$ cat config.mk
export PLATFORM = sky130hd
export DESIGN_NAME = base64_line_wrapped_encoder_top
export DESIGN_NICKNAME = d
export VERILOG_FILES = /design/src/rtl/b64lw_pkg.sv /design/src/rtl/b64lw_enc.sv /design/src/rtl/base64_line_wrapped_encoder_top.sv
export SDC_FILE = /design/constraint.sdc
export NUM_CORES = 1
export LEC_CHECK = 0
export BUFFER_PORTS_ARGS = -buffer_cell sky130_fd_sc_hd__buf_2
export CORE_UTILIZATION = 36
export DETAILED_ROUTE_END_ITERATION = 16
export GPL_TIMING_DRIVEN = 0
export MAX_ROUTING_LAYER = met4
export PLACE_DENSITY = 0.64
export REMOVE_ABC_BUFFERS = 1
export SLEW_MARGIN = 20
export SYNTH_ARGS = -nofsm -noshare
export SYNTH_HDL_FRONTEND = slang
export SYNTH_SLANG_ARGS = --single-unit
$ cat constraint.sdc
create_clock -name clk -period 4.09 [get_ports clk]
set_input_delay 0.409 -clock clk [delete_from_list [all_inputs] [get_ports clk]]
set_output_delay 0.409 -clock clk [all_outputs]
set_load 0.1 [all_outputs]
$ cat src/rtl/b64lw_pkg.sv
// ----------------------------------------------------------------------------
// b64lw_pkg
// Types, character constants and the base64 alphabet for the line-wrapped
// base64 encoder.
// ----------------------------------------------------------------------------
package b64lw_pkg;

  localparam int unsigned MaxChars = 6;

  localparam logic [7:0] CH_PAD = 8'h3D;  // '='
  localparam logic [7:0] CH_CR  = 8'h0D;
  localparam logic [7:0] CH_LF  = 8'h0A;

  localparam logic [1:0] CNT_NONE = 2'd0;
  localparam logic [1:0] CNT_ONE  = 2'd1;
  localparam logic [1:0] CNT_TWO  = 2'd2;

  localparam logic [2:0] LAST_IDX_GROUP = 3'd3;
  localparam logic [2:0] LAST_IDX_CRLF  = 3'd5;

  // Characters produced by one request.
  typedef struct packed {
    logic                   has_chars;
    logic                   last;
    logic [2:0]             last_idx;
    logic [MaxChars-1:0][7:0] chars;
  } group_t;

  // Standard alphabet: A-Z, a-z, 0-9, '+', '/'.
  function automatic logic [7:0] b64_sym(input logic [5:0] idx);
    logic [7:0] wide;
    logic [7:0] ch;
    wide = {2'b00, idx};
    if (idx < 6'd26) begin
      ch = 8'(wide + 8'h41);
    end else if (idx < 6'd52) begin
      ch = 8'(wide + 8'h47);
    end else if (idx < 6'd62) begin
      ch = 8'(wide - 8'd4);
    end else if (idx == 6'd62) begin
      ch = 8'h2B;
    end else begin
      ch = 8'h2F;
    end
    return ch;
  endfunction

endpackage

$ cat src/rtl/b64lw_enc.sv
// ----------------------------------------------------------------------------
// b64lw_enc
// Group and line state; turns one accepted byte into the characters it
// causes (none, a four-character group, or a group followed by CR LF).
// ----------------------------------------------------------------------------
module b64lw_enc
  import b64lw_pkg::*;
(
  input  logic        clk,
  input  logic        rst_n,
  input  logic        in_fire,
  input  logic [7:0]  data_byte,
  input  logic        last_byte,
  input  logic [9:0]  line_len,
  output group_t      grp
);

  logic [15:0] held_bytes_r, held_bytes_nxt;
  logic [1:0]  held_cnt_r,   held_cnt_nxt;
  logic [10:0] line_pos_r,   line_pos_nxt;

  logic [7:0]  b0, b1;
  logic [10:0] pos_sum;

  always_comb begin
    grp           = '0;
    held_bytes_nxt = held_bytes_r;
    held_cnt_nxt   = held_cnt_r;
    line_pos_nxt   = line_pos_r;
    b0            = held_bytes_r[15:8];
    b1            = held_bytes_r[7:0];
    pos_sum       = 11'(line_pos_r + 11'd4);

    if (held_cnt_r == CNT_TWO) begin
      grp.has_chars = 1'b1;
      grp.last_idx  = LAST_IDX_GROUP;
      grp.chars[0]  = b64_sym(b0[7:2]);
      grp.chars[1]  = b64_sym({b0[1:0], b1[7:4]});
      grp.chars[2]  = b64_sym({b1[3:0], data_byte[7:6]});
      grp.chars[3]  = b64_sym(data_byte[5:0]);
      if (line_len != 10'd0) begin
        line_pos_nxt = pos_sum;
        if (pos_sum >= {1'b0, line_len}) begin
          grp.last_idx = LAST_IDX_CRLF;
          grp.chars[4] = CH_CR;
          grp.chars[5] = CH_LF;
          line_pos_nxt = '0;
        end
      end
      held_bytes_nxt = '0;
      held_cnt_nxt   = CNT_NONE;
    end else if (held_cnt_r == CNT_ONE) begin
      held_bytes_nxt = {b0, data_byte};
      held_cnt_nxt   = CNT_TWO;
      if (last_byte) begin
        grp.has_chars = 1'b1;
        grp.last_idx  = LAST_IDX_GROUP;
        grp.chars[0]  = b64_sym(b0[7:2]);
        grp.chars[1]  = b64_sym({b0[1:0], data_byte[7:4]});
        grp.chars[2]  = b64_sym({data_byte[3:0], 2'b00});
        grp.chars[3]  = CH_PAD;
      end
    end else begin
      held_bytes_nxt = {data_byte, 8'h00};
      held_cnt_nxt   = CNT_ONE;
      if (last_byte) begin
        grp.has_chars = 1'b1;
        grp.last_idx  = LAST_IDX_GROUP;
        grp.chars[0]  = b64_sym(data_byte[7:2]);
        grp.chars[1]  = b64_sym({data_byte[1:0], 4'b0000});
        grp.chars[2]  = CH_PAD;
        grp.chars[3]  = CH_PAD;
      end
    end

    // Message end: clear the held bytes and restart the line.
    if (last_byte) begin
      grp.last       = 1'b1;
      held_bytes_nxt = '0;
      held_cnt_nxt   = CNT_NONE;
      line_pos_nxt   = '0;
    end
  end

  always_ff @(posedge clk) begin
    if (!rst_n) begin
      held_bytes_r <= '0;
      held_cnt_r   <= CNT_NONE;
      line_pos_r   <= '0;
    end else if (in_fire) begin
      held_bytes_r <= held_bytes_nxt;
      held_cnt_r   <= held_cnt_nxt;
      line_pos_r   <= line_pos_nxt;
    end
  end

`ifndef SYNTH
  a_last_clears: assert property (@(posedge clk) disable iff (!rst_n)
    in_fire && last_byte |=> held_cnt_r == CNT_NONE && line_pos_r == '0)
    else $error("state not cleared after message end");

  a_last_has_chars: assert property (@(posedge clk) disable iff (!rst_n)
    in_fire && last_byte |-> grp.has_chars)
    else $error("message end produced no characters");

  a_cnt_range: assert property (@(posedge clk) disable iff (!rst_n)
    held_cnt_r != 2'd3)
    else $error("held byte count out of range");
`endif

endmodule

$ cat src/rtl/base64_line_wrapped_encoder_top.sv
// ----------------------------------------------------------------------------
// base64_line_wrapped_encoder_top
// Streaming base64 encoder with optional CR LF line wrapping.
// ----------------------------------------------------------------------------
// Usage:
//   Input channel (in_valid/in_ready) carries one message byte per request,
//   with in_last_byte marking the final byte. Output channel
//   (out_valid/out_ready) carries one character per request; out_last_char
//   marks the final character of the message.
//   Configuration channel (cfg_valid/cfg_ready) writes the line length;
//   cfg_ready is always high. 0 disables wrapping. Write only while idle.
// Output: the characters of an accepted byte are registered in the character
//   buffer and appear on the output in the cycle after the byte is accepted.
// Input: a byte that causes no characters does not fill the buffer, so the next byte can follow it directly.
//   A byte that closes a group fills the character buffer with 4 or 6
//   characters, sent one per cycle while out_ready is high; the next byte
//   is accepted in the same cycle as the last of them is taken.
// Reset: clears the group, the line position, the line length and the
//   buffer's busy flag and character index.
// Stall: while out_ready is low the current character holds and in_ready
//   stays low if the buffer is occupied.
// ----------------------------------------------------------------------------
module base64_line_wrapped_encoder_top
  import b64lw_pkg::*;
(
  input  logic       clk,
  input  logic       rst_n,
  input  logic       in_valid,
  output logic       in_ready,
  input  logic [7:0] in_data_byte,
  input  logic       in_last_byte,
  output logic       out_valid,
  input  logic       out_ready,
  output logic [7:0] out_char,
  output logic       out_last_char,
  input  logic       cfg_valid,
  output logic       cfg_ready,
  input  logic [9:0] cfg_line_length
);

  logic [9:0] line_len_r;
  group_t     grp;
  group_t     buf_r;
  logic       busy_r, busy_nxt;
  logic [2:0] idx_r, idx_nxt;
  logic       in_fire, out_fire, drain_last;

  assign cfg_ready = 1'b1;

  always_ff @(posedge clk) begin
    if (!rst_n) begin
      line_len_r <= '0;
    end else if (cfg_valid && cfg_ready) begin
      line_len_r <= cfg_line_length;
    end
  end

  b64lw_enc u_enc (
    .clk       (clk),
    .rst_n     (rst_n),
    .in_fire   (in_fire),
    .data_byte (in_data_byte),
    .last_byte (in_last_byte),
    .line_len  (line_len_r),
    .grp       (grp)
  );

  assign out_valid     = busy_r;
  assign out_char      = buf_r.chars[idx_r];
  assign out_last_char = buf_r.last && (idx_r == buf_r.last_idx);
  assign out_fire      = out_valid && out_ready;
  assign drain_last    = out_fire && (idx_r == buf_r.last_idx);
  assign in_ready      = !busy_r || drain_last;
  assign in_fire       = in_valid && in_ready;

  always_comb begin
    busy_nxt = busy_r;
    idx_nxt  = idx_r;
    if (in_fire && grp.has_chars) begin
      busy_nxt = 1'b1;
      idx_nxt  = '0;
    end else if (drain_last) begin
      busy_nxt = 1'b0;
      idx_nxt  = '0;
    end else if (out_fire) begin
      idx_nxt  = 3'(idx_r + 3'd1);
    end
  end

  always_ff @(posedge clk) begin
    if (!rst_n) begin
      busy_r <= 1'b0;
      idx_r  <= '0;
    end else begin
      busy_r <= busy_nxt;
      idx_r  <= idx_nxt;
    end
  end

  always_ff @(posedge clk) begin
    if (in_fire && grp.has_chars) begin
      buf_r <= grp;
    end
  end

`ifndef SYNTH
  a_idx_in_group: assert property (@(posedge clk) disable iff (!rst_n)
    busy_r |-> idx_r <= buf_r.last_idx)
    else $error("character index past end of group");

  a_group_len: assert property (@(posedge clk) disable iff (!rst_n)
    busy_r |-> (buf_r.last_idx == LAST_IDX_GROUP || buf_r.last_idx == LAST_IDX_CRLF))
    else $error("bad group length");

  a_out_hold: assert property (@(posedge clk) disable iff (!rst_n)
    out_valid && !out_ready |=> out_valid && $stable(out_char) && $stable(out_last_char))
    else $error("output request changed while stalled");
`endif

endmodule

==> metrics, run 1 <==
status finished clean; Sw Share 29.4%; Max rail drop VDD 233 µV; number of CTS-inserted buffers 9; dpl ws 1.05 ns; Top FF cell, synth dfxtp_1; Vias 5458; Worst Hold End line_len_r[0]; Final Critical Period 3.09 ns; post-synthesis sequential area ratio 31.3%; CTS sink cnt 77; PwrDens 325 nW/µm²; HP Class in2reg; cell leakage power 2.50 nW; first drt pass iteration count 5; Final HPWL DP 12100 µm; Worst setup SP type register; synthesized area 6070 µm²; most common library cell in the layout ignoring fill and taps a21oi_1; Initial DRC Count 682; reg2reg path depth 8; layout cell share with drive strength beyond 1 9.79%; Ys Warns 0; Max-Cap Viols 0; Nets 778; initial core utilization 36.7%; Post-Route WL 16900 µm; Yosys reg bits 77; Max Clock Freq 324 MHz; reg-to-reg startpoint u_enc.line_pos_r[4]; Worst Skew 0.0100 ns; Syn Area/Cell 8.50 µm²; post-CTS setup buffer count 0; Worst Hold Launch cfg_line_length[0]; H-tree levels 3; post-CTS resize count 0; core area 16500 µm²; FP Rows 47; fin crit share 75.6%; Vias per Instance 5.83; Skew-Pair Late Insertion Delay 0.35 ns; Final setup viols 0; CP Capture Type register; Hold Vio Cnt, Final 0; cts hold-fix bufs 0; vias in the first global route 5035; # IOs 36; Die Ht 132 µm; filler instances 1676; sequential power share 40.4%; GRT Total Usage 20.8%; area of the multi-input gates 3780 µm²; Syn Inst Count 714; Slew headroom 33.8%; die extent in x 132 µm; Port Buffer Count 34; RSZ-0062 raised after global routing no; crit path max fanout 6; Overflow after GRT 0; hold path cells 3; first-pass GRT wire length 27500 µm; pin count of the biggest net entering global routing 45; final worst-path setup slack 1.00 ns; area occupied by registers 1900 µm²; CTS tree yes; Data required, critical path 4.34 ns; post-DR wirelength/cell 18.0 µm; R2R setup slack 1.0 ns; Switch Pwr 634 µW; final core occ 40.3%; max-slew violations 0; Layout area overhead 9.59%; CTS Buffer Depth 2; Clock Power Share 40.2%; critical path arrival 3.34 ns; most frequent cells in the layout 55 x a21oi_1, 52 x nand2_1, 45 x inv_1, 44 x ha_1, 43 x nand3_1; initial antenna violation count 1; die area 17400 µm²; Int Pwr 1.52 mW; gp weighted congestion 0.925; number of synthesized flops with an enable pin 36; Synth async-reset ratio 0%; Worst R2R End u_enc.line_pos_r[9]; number of remaining DRC errors 0; share of total power in combinational logic 19.4%; Reg clk slew, reported paths 0.06 ns; final antenna-violating net count 0; Distinct cells, synth 73; root buffer cell clkbuf_16; worst slew pin tran 0.993 ns; kind of critical path reg2reg
==> routing by layer <==
metal,track usage (%),wire [µm],up-vias
met5,-,0,-
met4,7.88,316,0
met3,4.34,1300,27
met2,29.9,7390,217
met1,28.4,7860,2579
li1,-,-,2635
==> cell usage after synthesis (all sizes together) (14+ instances only) <==
library cell	count	share of area (%)
nor3	19	1.7
dfxtp	41	14
xnor2	21	3.2
a21o	14	1.7
inv	45	2.8
edfxtp	36	18
mux2i	15	2.5
nand2	52	3.2
nor2	34	2.1
o21ai	35	2.9
buf	17	1.5
a21oi	56	4.7
nand3	45	3.9
nor2b	25	2.6
ha	44	9.1
clkbuf	33	2.1
==> cell type report <==
cell class,instances,share of cell area (%)
repair buffers,35,2.86
inverters,46,2.60
flip-flops and latches,77,28.6
diodes,1,0.0376
clock inverters,2,0.546
multi-input cells,541,56.9
clock buffers,14,4.35
well taps,220,4.14
==> worst max-delay path by stage <==
stage	start	to	slack, ns	cells past startpoint
after floorplan	idx_r[0]	buf_r[0]	0.76	3
after global placement	idx_r[0]	buf_r[5]	-0.27	3
after detailed placement	u_enc.line_pos_r[4]	u_enc.line_pos_r[4]	1.05	8
after CTS	u_enc.line_pos_r[4]	u_enc.line_pos_r[9]	1.02	8
after global routing	u_enc.line_pos_r[4]	u_enc.line_pos_r[8]	0.70	8
final	u_enc.line_pos_r[4]	u_enc.line_pos_r[9]	1.0	8
==> state kept, by name (all words and copies together), names as in the netlist <==
register            flops
u_enc.held_cnt_r        2
line_len_r             10
u_enc.line_pos_r        9
u_enc.held_bytes_r     16
out_valid               1
buf_r                  36
idx_r                   3
==> per-stage QoR <==
step	hold WS [ns]	power, mW	TNS [ns]	std cells	cell area (µm²)
after floorplan	0.447	1.17	0	664	5850
after global placement	0.462	1.29	-9.63	918	6300
after detailed placement	0.473	1.30	0	919	6320
after CTS	0.307	2.17	0	935	6650
after global routing	0.328	2.25	0	936	6650
final	0.317	2.16	0	936	6650
==> power groups by stage <==
stage | Combinational, mW | Sequential, mW | Clock, mW
floorplan | 0.279 | 0.886 | 0
global placement | 0.404 | 0.890 | 0
detailed placement | 0.410 | 0.890 | 0
CTS | 0.412 | 0.873 | 0.890
global route | 0.451 | 0.877 | 0.923
finish | 0.418 | 0.873 | 0.868
==> worst max-delay path, cell delays in order, from the launching register on <==
cell	delay [ns]
dfxtp_1	0.43
nand3_1	0.27
nor3_1	0.31
xor2_1	0.25
ha_1	0.31
and3_1	0.19
a211oi_1	0.67
nand3_2	0.25
o31ai_1	0.30
==> kinds of logic after synthesis <==
kind of cell    after synthesis  synth area share [%]
simple gates                224                  18.9
other cells                   1                0.0618
buf+inv                      96                  6.45
mux                          24                  5.26
xor+xnor                     29                  4.31
fa+ha+maj                    44                  9.07
flops                        77                  31.3
compound gates              219                  24.7
Power figures use the tool's default switching activity.
==> run 2, diff against run 1 <==
- ABC_AREA: unset -> 1
- PLACE_DENSITY: 0.64 -> 0.66
- clock period: 4.09 -> 2.75 ns (I/O delays scaled with it)
==> metrics, run 2 <==
Post-Route WL 16100 µm (was 16900 µm); worst slew pin tran 0.755 ns (was 0.993 ns); number of CTS-inserted buffers 9 (unchanged); critical path arrival 2.23 ns (was 3.34 ns); Overflow after GRT 0 (unchanged); most frequent cells in the layout 167 x nand2_1, 99 x nor2_1, 97 x inv_1, 92 x o21ai_0, 70 x a21oi_1 (was 55 x a21oi_1, 52 x nand2_1, 45 x inv_1, 44 x ha_1, 43 x nand3_1); Layout area overhead 9.73% (was 9.59%); Ys Warns 0 (unchanged); post-synthesis sequential area ratio 30.9% (was 31.3%); Data required, critical path 2.48 ns (was 4.34 ns); root buffer cell clkbuf_16 (unchanged); crit path max fanout 20 (was 6); Largest register FFs 36 (unchanged); H-tree levels 3 (unchanged); first-pass GRT wire length 26100 µm (was 27500 µm); Worst setup SP type register (unchanged); initial core utilization 36.9% (was 36.7%); Slew headroom 49.4% (was 33.8%); Yosys reg bits 77 (unchanged); GRT Total Usage 19.5% (was 20.8%); RSZ-0062 raised after global routing no (unchanged); Initial DRC Count 488 (was 682); CTS sink cnt 77 (unchanged); Syn Inst Count 873 (was 714); post-DR wirelength/cell 14.5 µm (was 18.0 µm); PwrDens 481 nW/µm² (was 325 nW/µm²); die extent in x 133 µm (was 132 µm); number of synthesized flops with an enable pin 36 (unchanged); Max Clock Freq 398 MHz; fin crit share 91.3%; status finished clean (unchanged); first drt pass iteration count 5 (unchanged); Vias 5657 (was 5458); Final Critical Period 2.51 ns; Max-Cap Viols 0 (unchanged); final core occ 40.5% (was 40.3%); Synth top area share 17.6% (was 17.8%); Syn Area/Cell 7.04 µm² (was 8.50 µm²); cell breakdown of the critical path clkinvlp_4 > nor2_1 > o22ai_1 > nand2_1 > o21ai_0 > buf_2 (was nand3_1 > nor3_1 > xor2_1 > ha_1 > and3_1 > a211oi_1 > nand3_2 > o31ai_1); Die Ht 133 µm (was 132 µm); FP Rows 47 (unchanged); Max rail drop VDD 404 µV (was 233 µV); CP top delay family buffers and inverters (was simple AND/OR/NAND/NOR gates); Top FF cell, synth dfxtp_1 (unchanged); max incr delay on CP 0.65 ns (was 0.67 ns); number of remaining DRC errors 0 (unchanged); total power 3.25 mW (was 2.16 mW); CTS Buffer Depth 2 (unchanged); Hold Vio Cnt, Final 0 (unchanged); post-CTS setup buffer count 0 (unchanged); layout cell share with drive strength beyond 1 9.93% (was 9.79%); CP Capture Type primary output (was register); core area 16600 µm² (was 16500 µm²); Worst Skew 0.00616 ns (was 0.0100 ns); post-CTS resize count 2 (was 0); CP bufs+invs 2 (was 0); Vias per Instance 5.07 (was 5.83); most common library cell in the layout ignoring fill and taps nand2_1 (was a21oi_1); initial antenna violation count 0 (was 1); # IOs 36 (unchanged); vias in the first global route 5047 (was 5035); top-count cell post-synth nand2_1 (was a21oi_1); cts hold-fix bufs 0 (unchanged); kind of critical path reg2out (was reg2reg); Nets 959 (was 778); gp weighted congestion 0.942 (was 0.925); die area 17600 µm² (was 17400 µm²); cell leakage power 2.97 nW (was 2.50 nW); final antenna-violating net count 0 (unchanged); Regs by FF count buf_r x36, u_enc.held_bytes_r x16, line_len_r x10 (unchanged); HP Class in2reg (unchanged); pin count of the biggest net entering global routing 37 (was 45); Slowest-stage cell, CP dfxtp_2 (was a211oi_1); Synth async-reset ratio 0% (unchanged); Port Buffer Count 34 (unchanged); CTS tree yes (unchanged); Reg clk slew, reported paths 0.06 ns (about the same); # diodes 0 (was 1); Skew-Pair Late Insertion Delay 0.35 ns (about the same); top cells by count, synth 167 x nand2_1, 99 x nor2_1, 98 x inv_1 (was 55 x a21oi_1, 52 x nand2_1, 45 x inv_1); Most flops, register buf_r (unchanged); synthesized area 6150 µm² (was 6070 µm²); top cells by area, synth edfxtp_1 18%, dfxtp_1 13%, nand2_1 10%, ha_1 9.0%, o21ai_0 7.6% (was edfxtp_1 18%, dfxtp_1 14%, ha_1 9.1%, a21oi_1 4.5%, nand3_1 3.5%); Final HPWL DP 12000 µm (was 12100 µm); cell taking the most area after synthesis edfxtp_1 (unchanged); Final setup viols 0 (unchanged); max-slew violations 0 (unchanged); Distinct cells, synth 46 (was 73)
## run 2: kinds of logic (layout without fill, tap and decap cells)
family | Yosys count | in the layout | share of synthesized area (%)
and+or+nand+nor | 356 | 356 | 25.6
AOI/OAI and AO/OA | 219 | 219 | 19.7
buffers and inverters | 143 | 166 | 9.69
DFF | 77 | 77 | 30.9
adders and majority gates | 44 | 44 | 8.96
xor gates and xnor gates | 33 | 33 | 5.01
other | 1 | 1 | 0.0610
## run 2: power by group
part / total, mW / internal [mW] / switching, mW
combinational: 0.717 / 0.206 / 0.511
sequential: 1.32 / 1.27 / 0.0531
clock: 1.20 / 0.705 / 0.499
## run 2: per-stage QoR
step                      TNS, ns  cell area, µm²  hold slack, ns  instances  worst slack (ns)
after detailed placement    -1.29            6440           0.466       1100           -0.0356
after global routing            0            6740           0.171       1116            0.0316
after global placement     -14.46            6440           0.463       1100            -0.403
final                           0            6740           0.151       1116             0.240
after floorplan            -18.84            5990           0.373        846            -0.916
after CTS                       0            6740           0.137       1116             0.134
## run 2: cell type report
class                      instances  area, µm²
clock buffer                       9        225
clock inverter                     7       73.8
fill                            1775       9900
inverter                         116        444
multi-input combinational        653       3650
sequential                        77       1900
tap                              220        275
timing repair buffer              34        170
## run 2: tightest hold or removal path, cell delays in order
cell and delay, ns:
buf_2 0.08, nor2_1 0.04, nor2_1 0.08
## run 2: routing by layer
layer  track usage (%)  vias up  wire length [µm]
met5                 -        -                 0
met4              7.41        0               374
met3              3.07       29               870
met2              29.6      173              7210
met1              26.1     2511              7670
li1                  -     2944                 -
## run 2: path summary, 6_finish.rpt
check / cells past startpoint / to / slack, ns / startpoint
max: 6 / out_char[1] / 0.24 / idx_r[0]
min: 3 / line_len_r[0] / 0.15 / cfg_line_length[0]
max reg2reg: 9 / buf_r[16] / 0.25 / idx_r[1]
min reg2reg: 2 / u_enc.line_pos_r[10] / 0.48 / u_enc.line_pos_r[10]
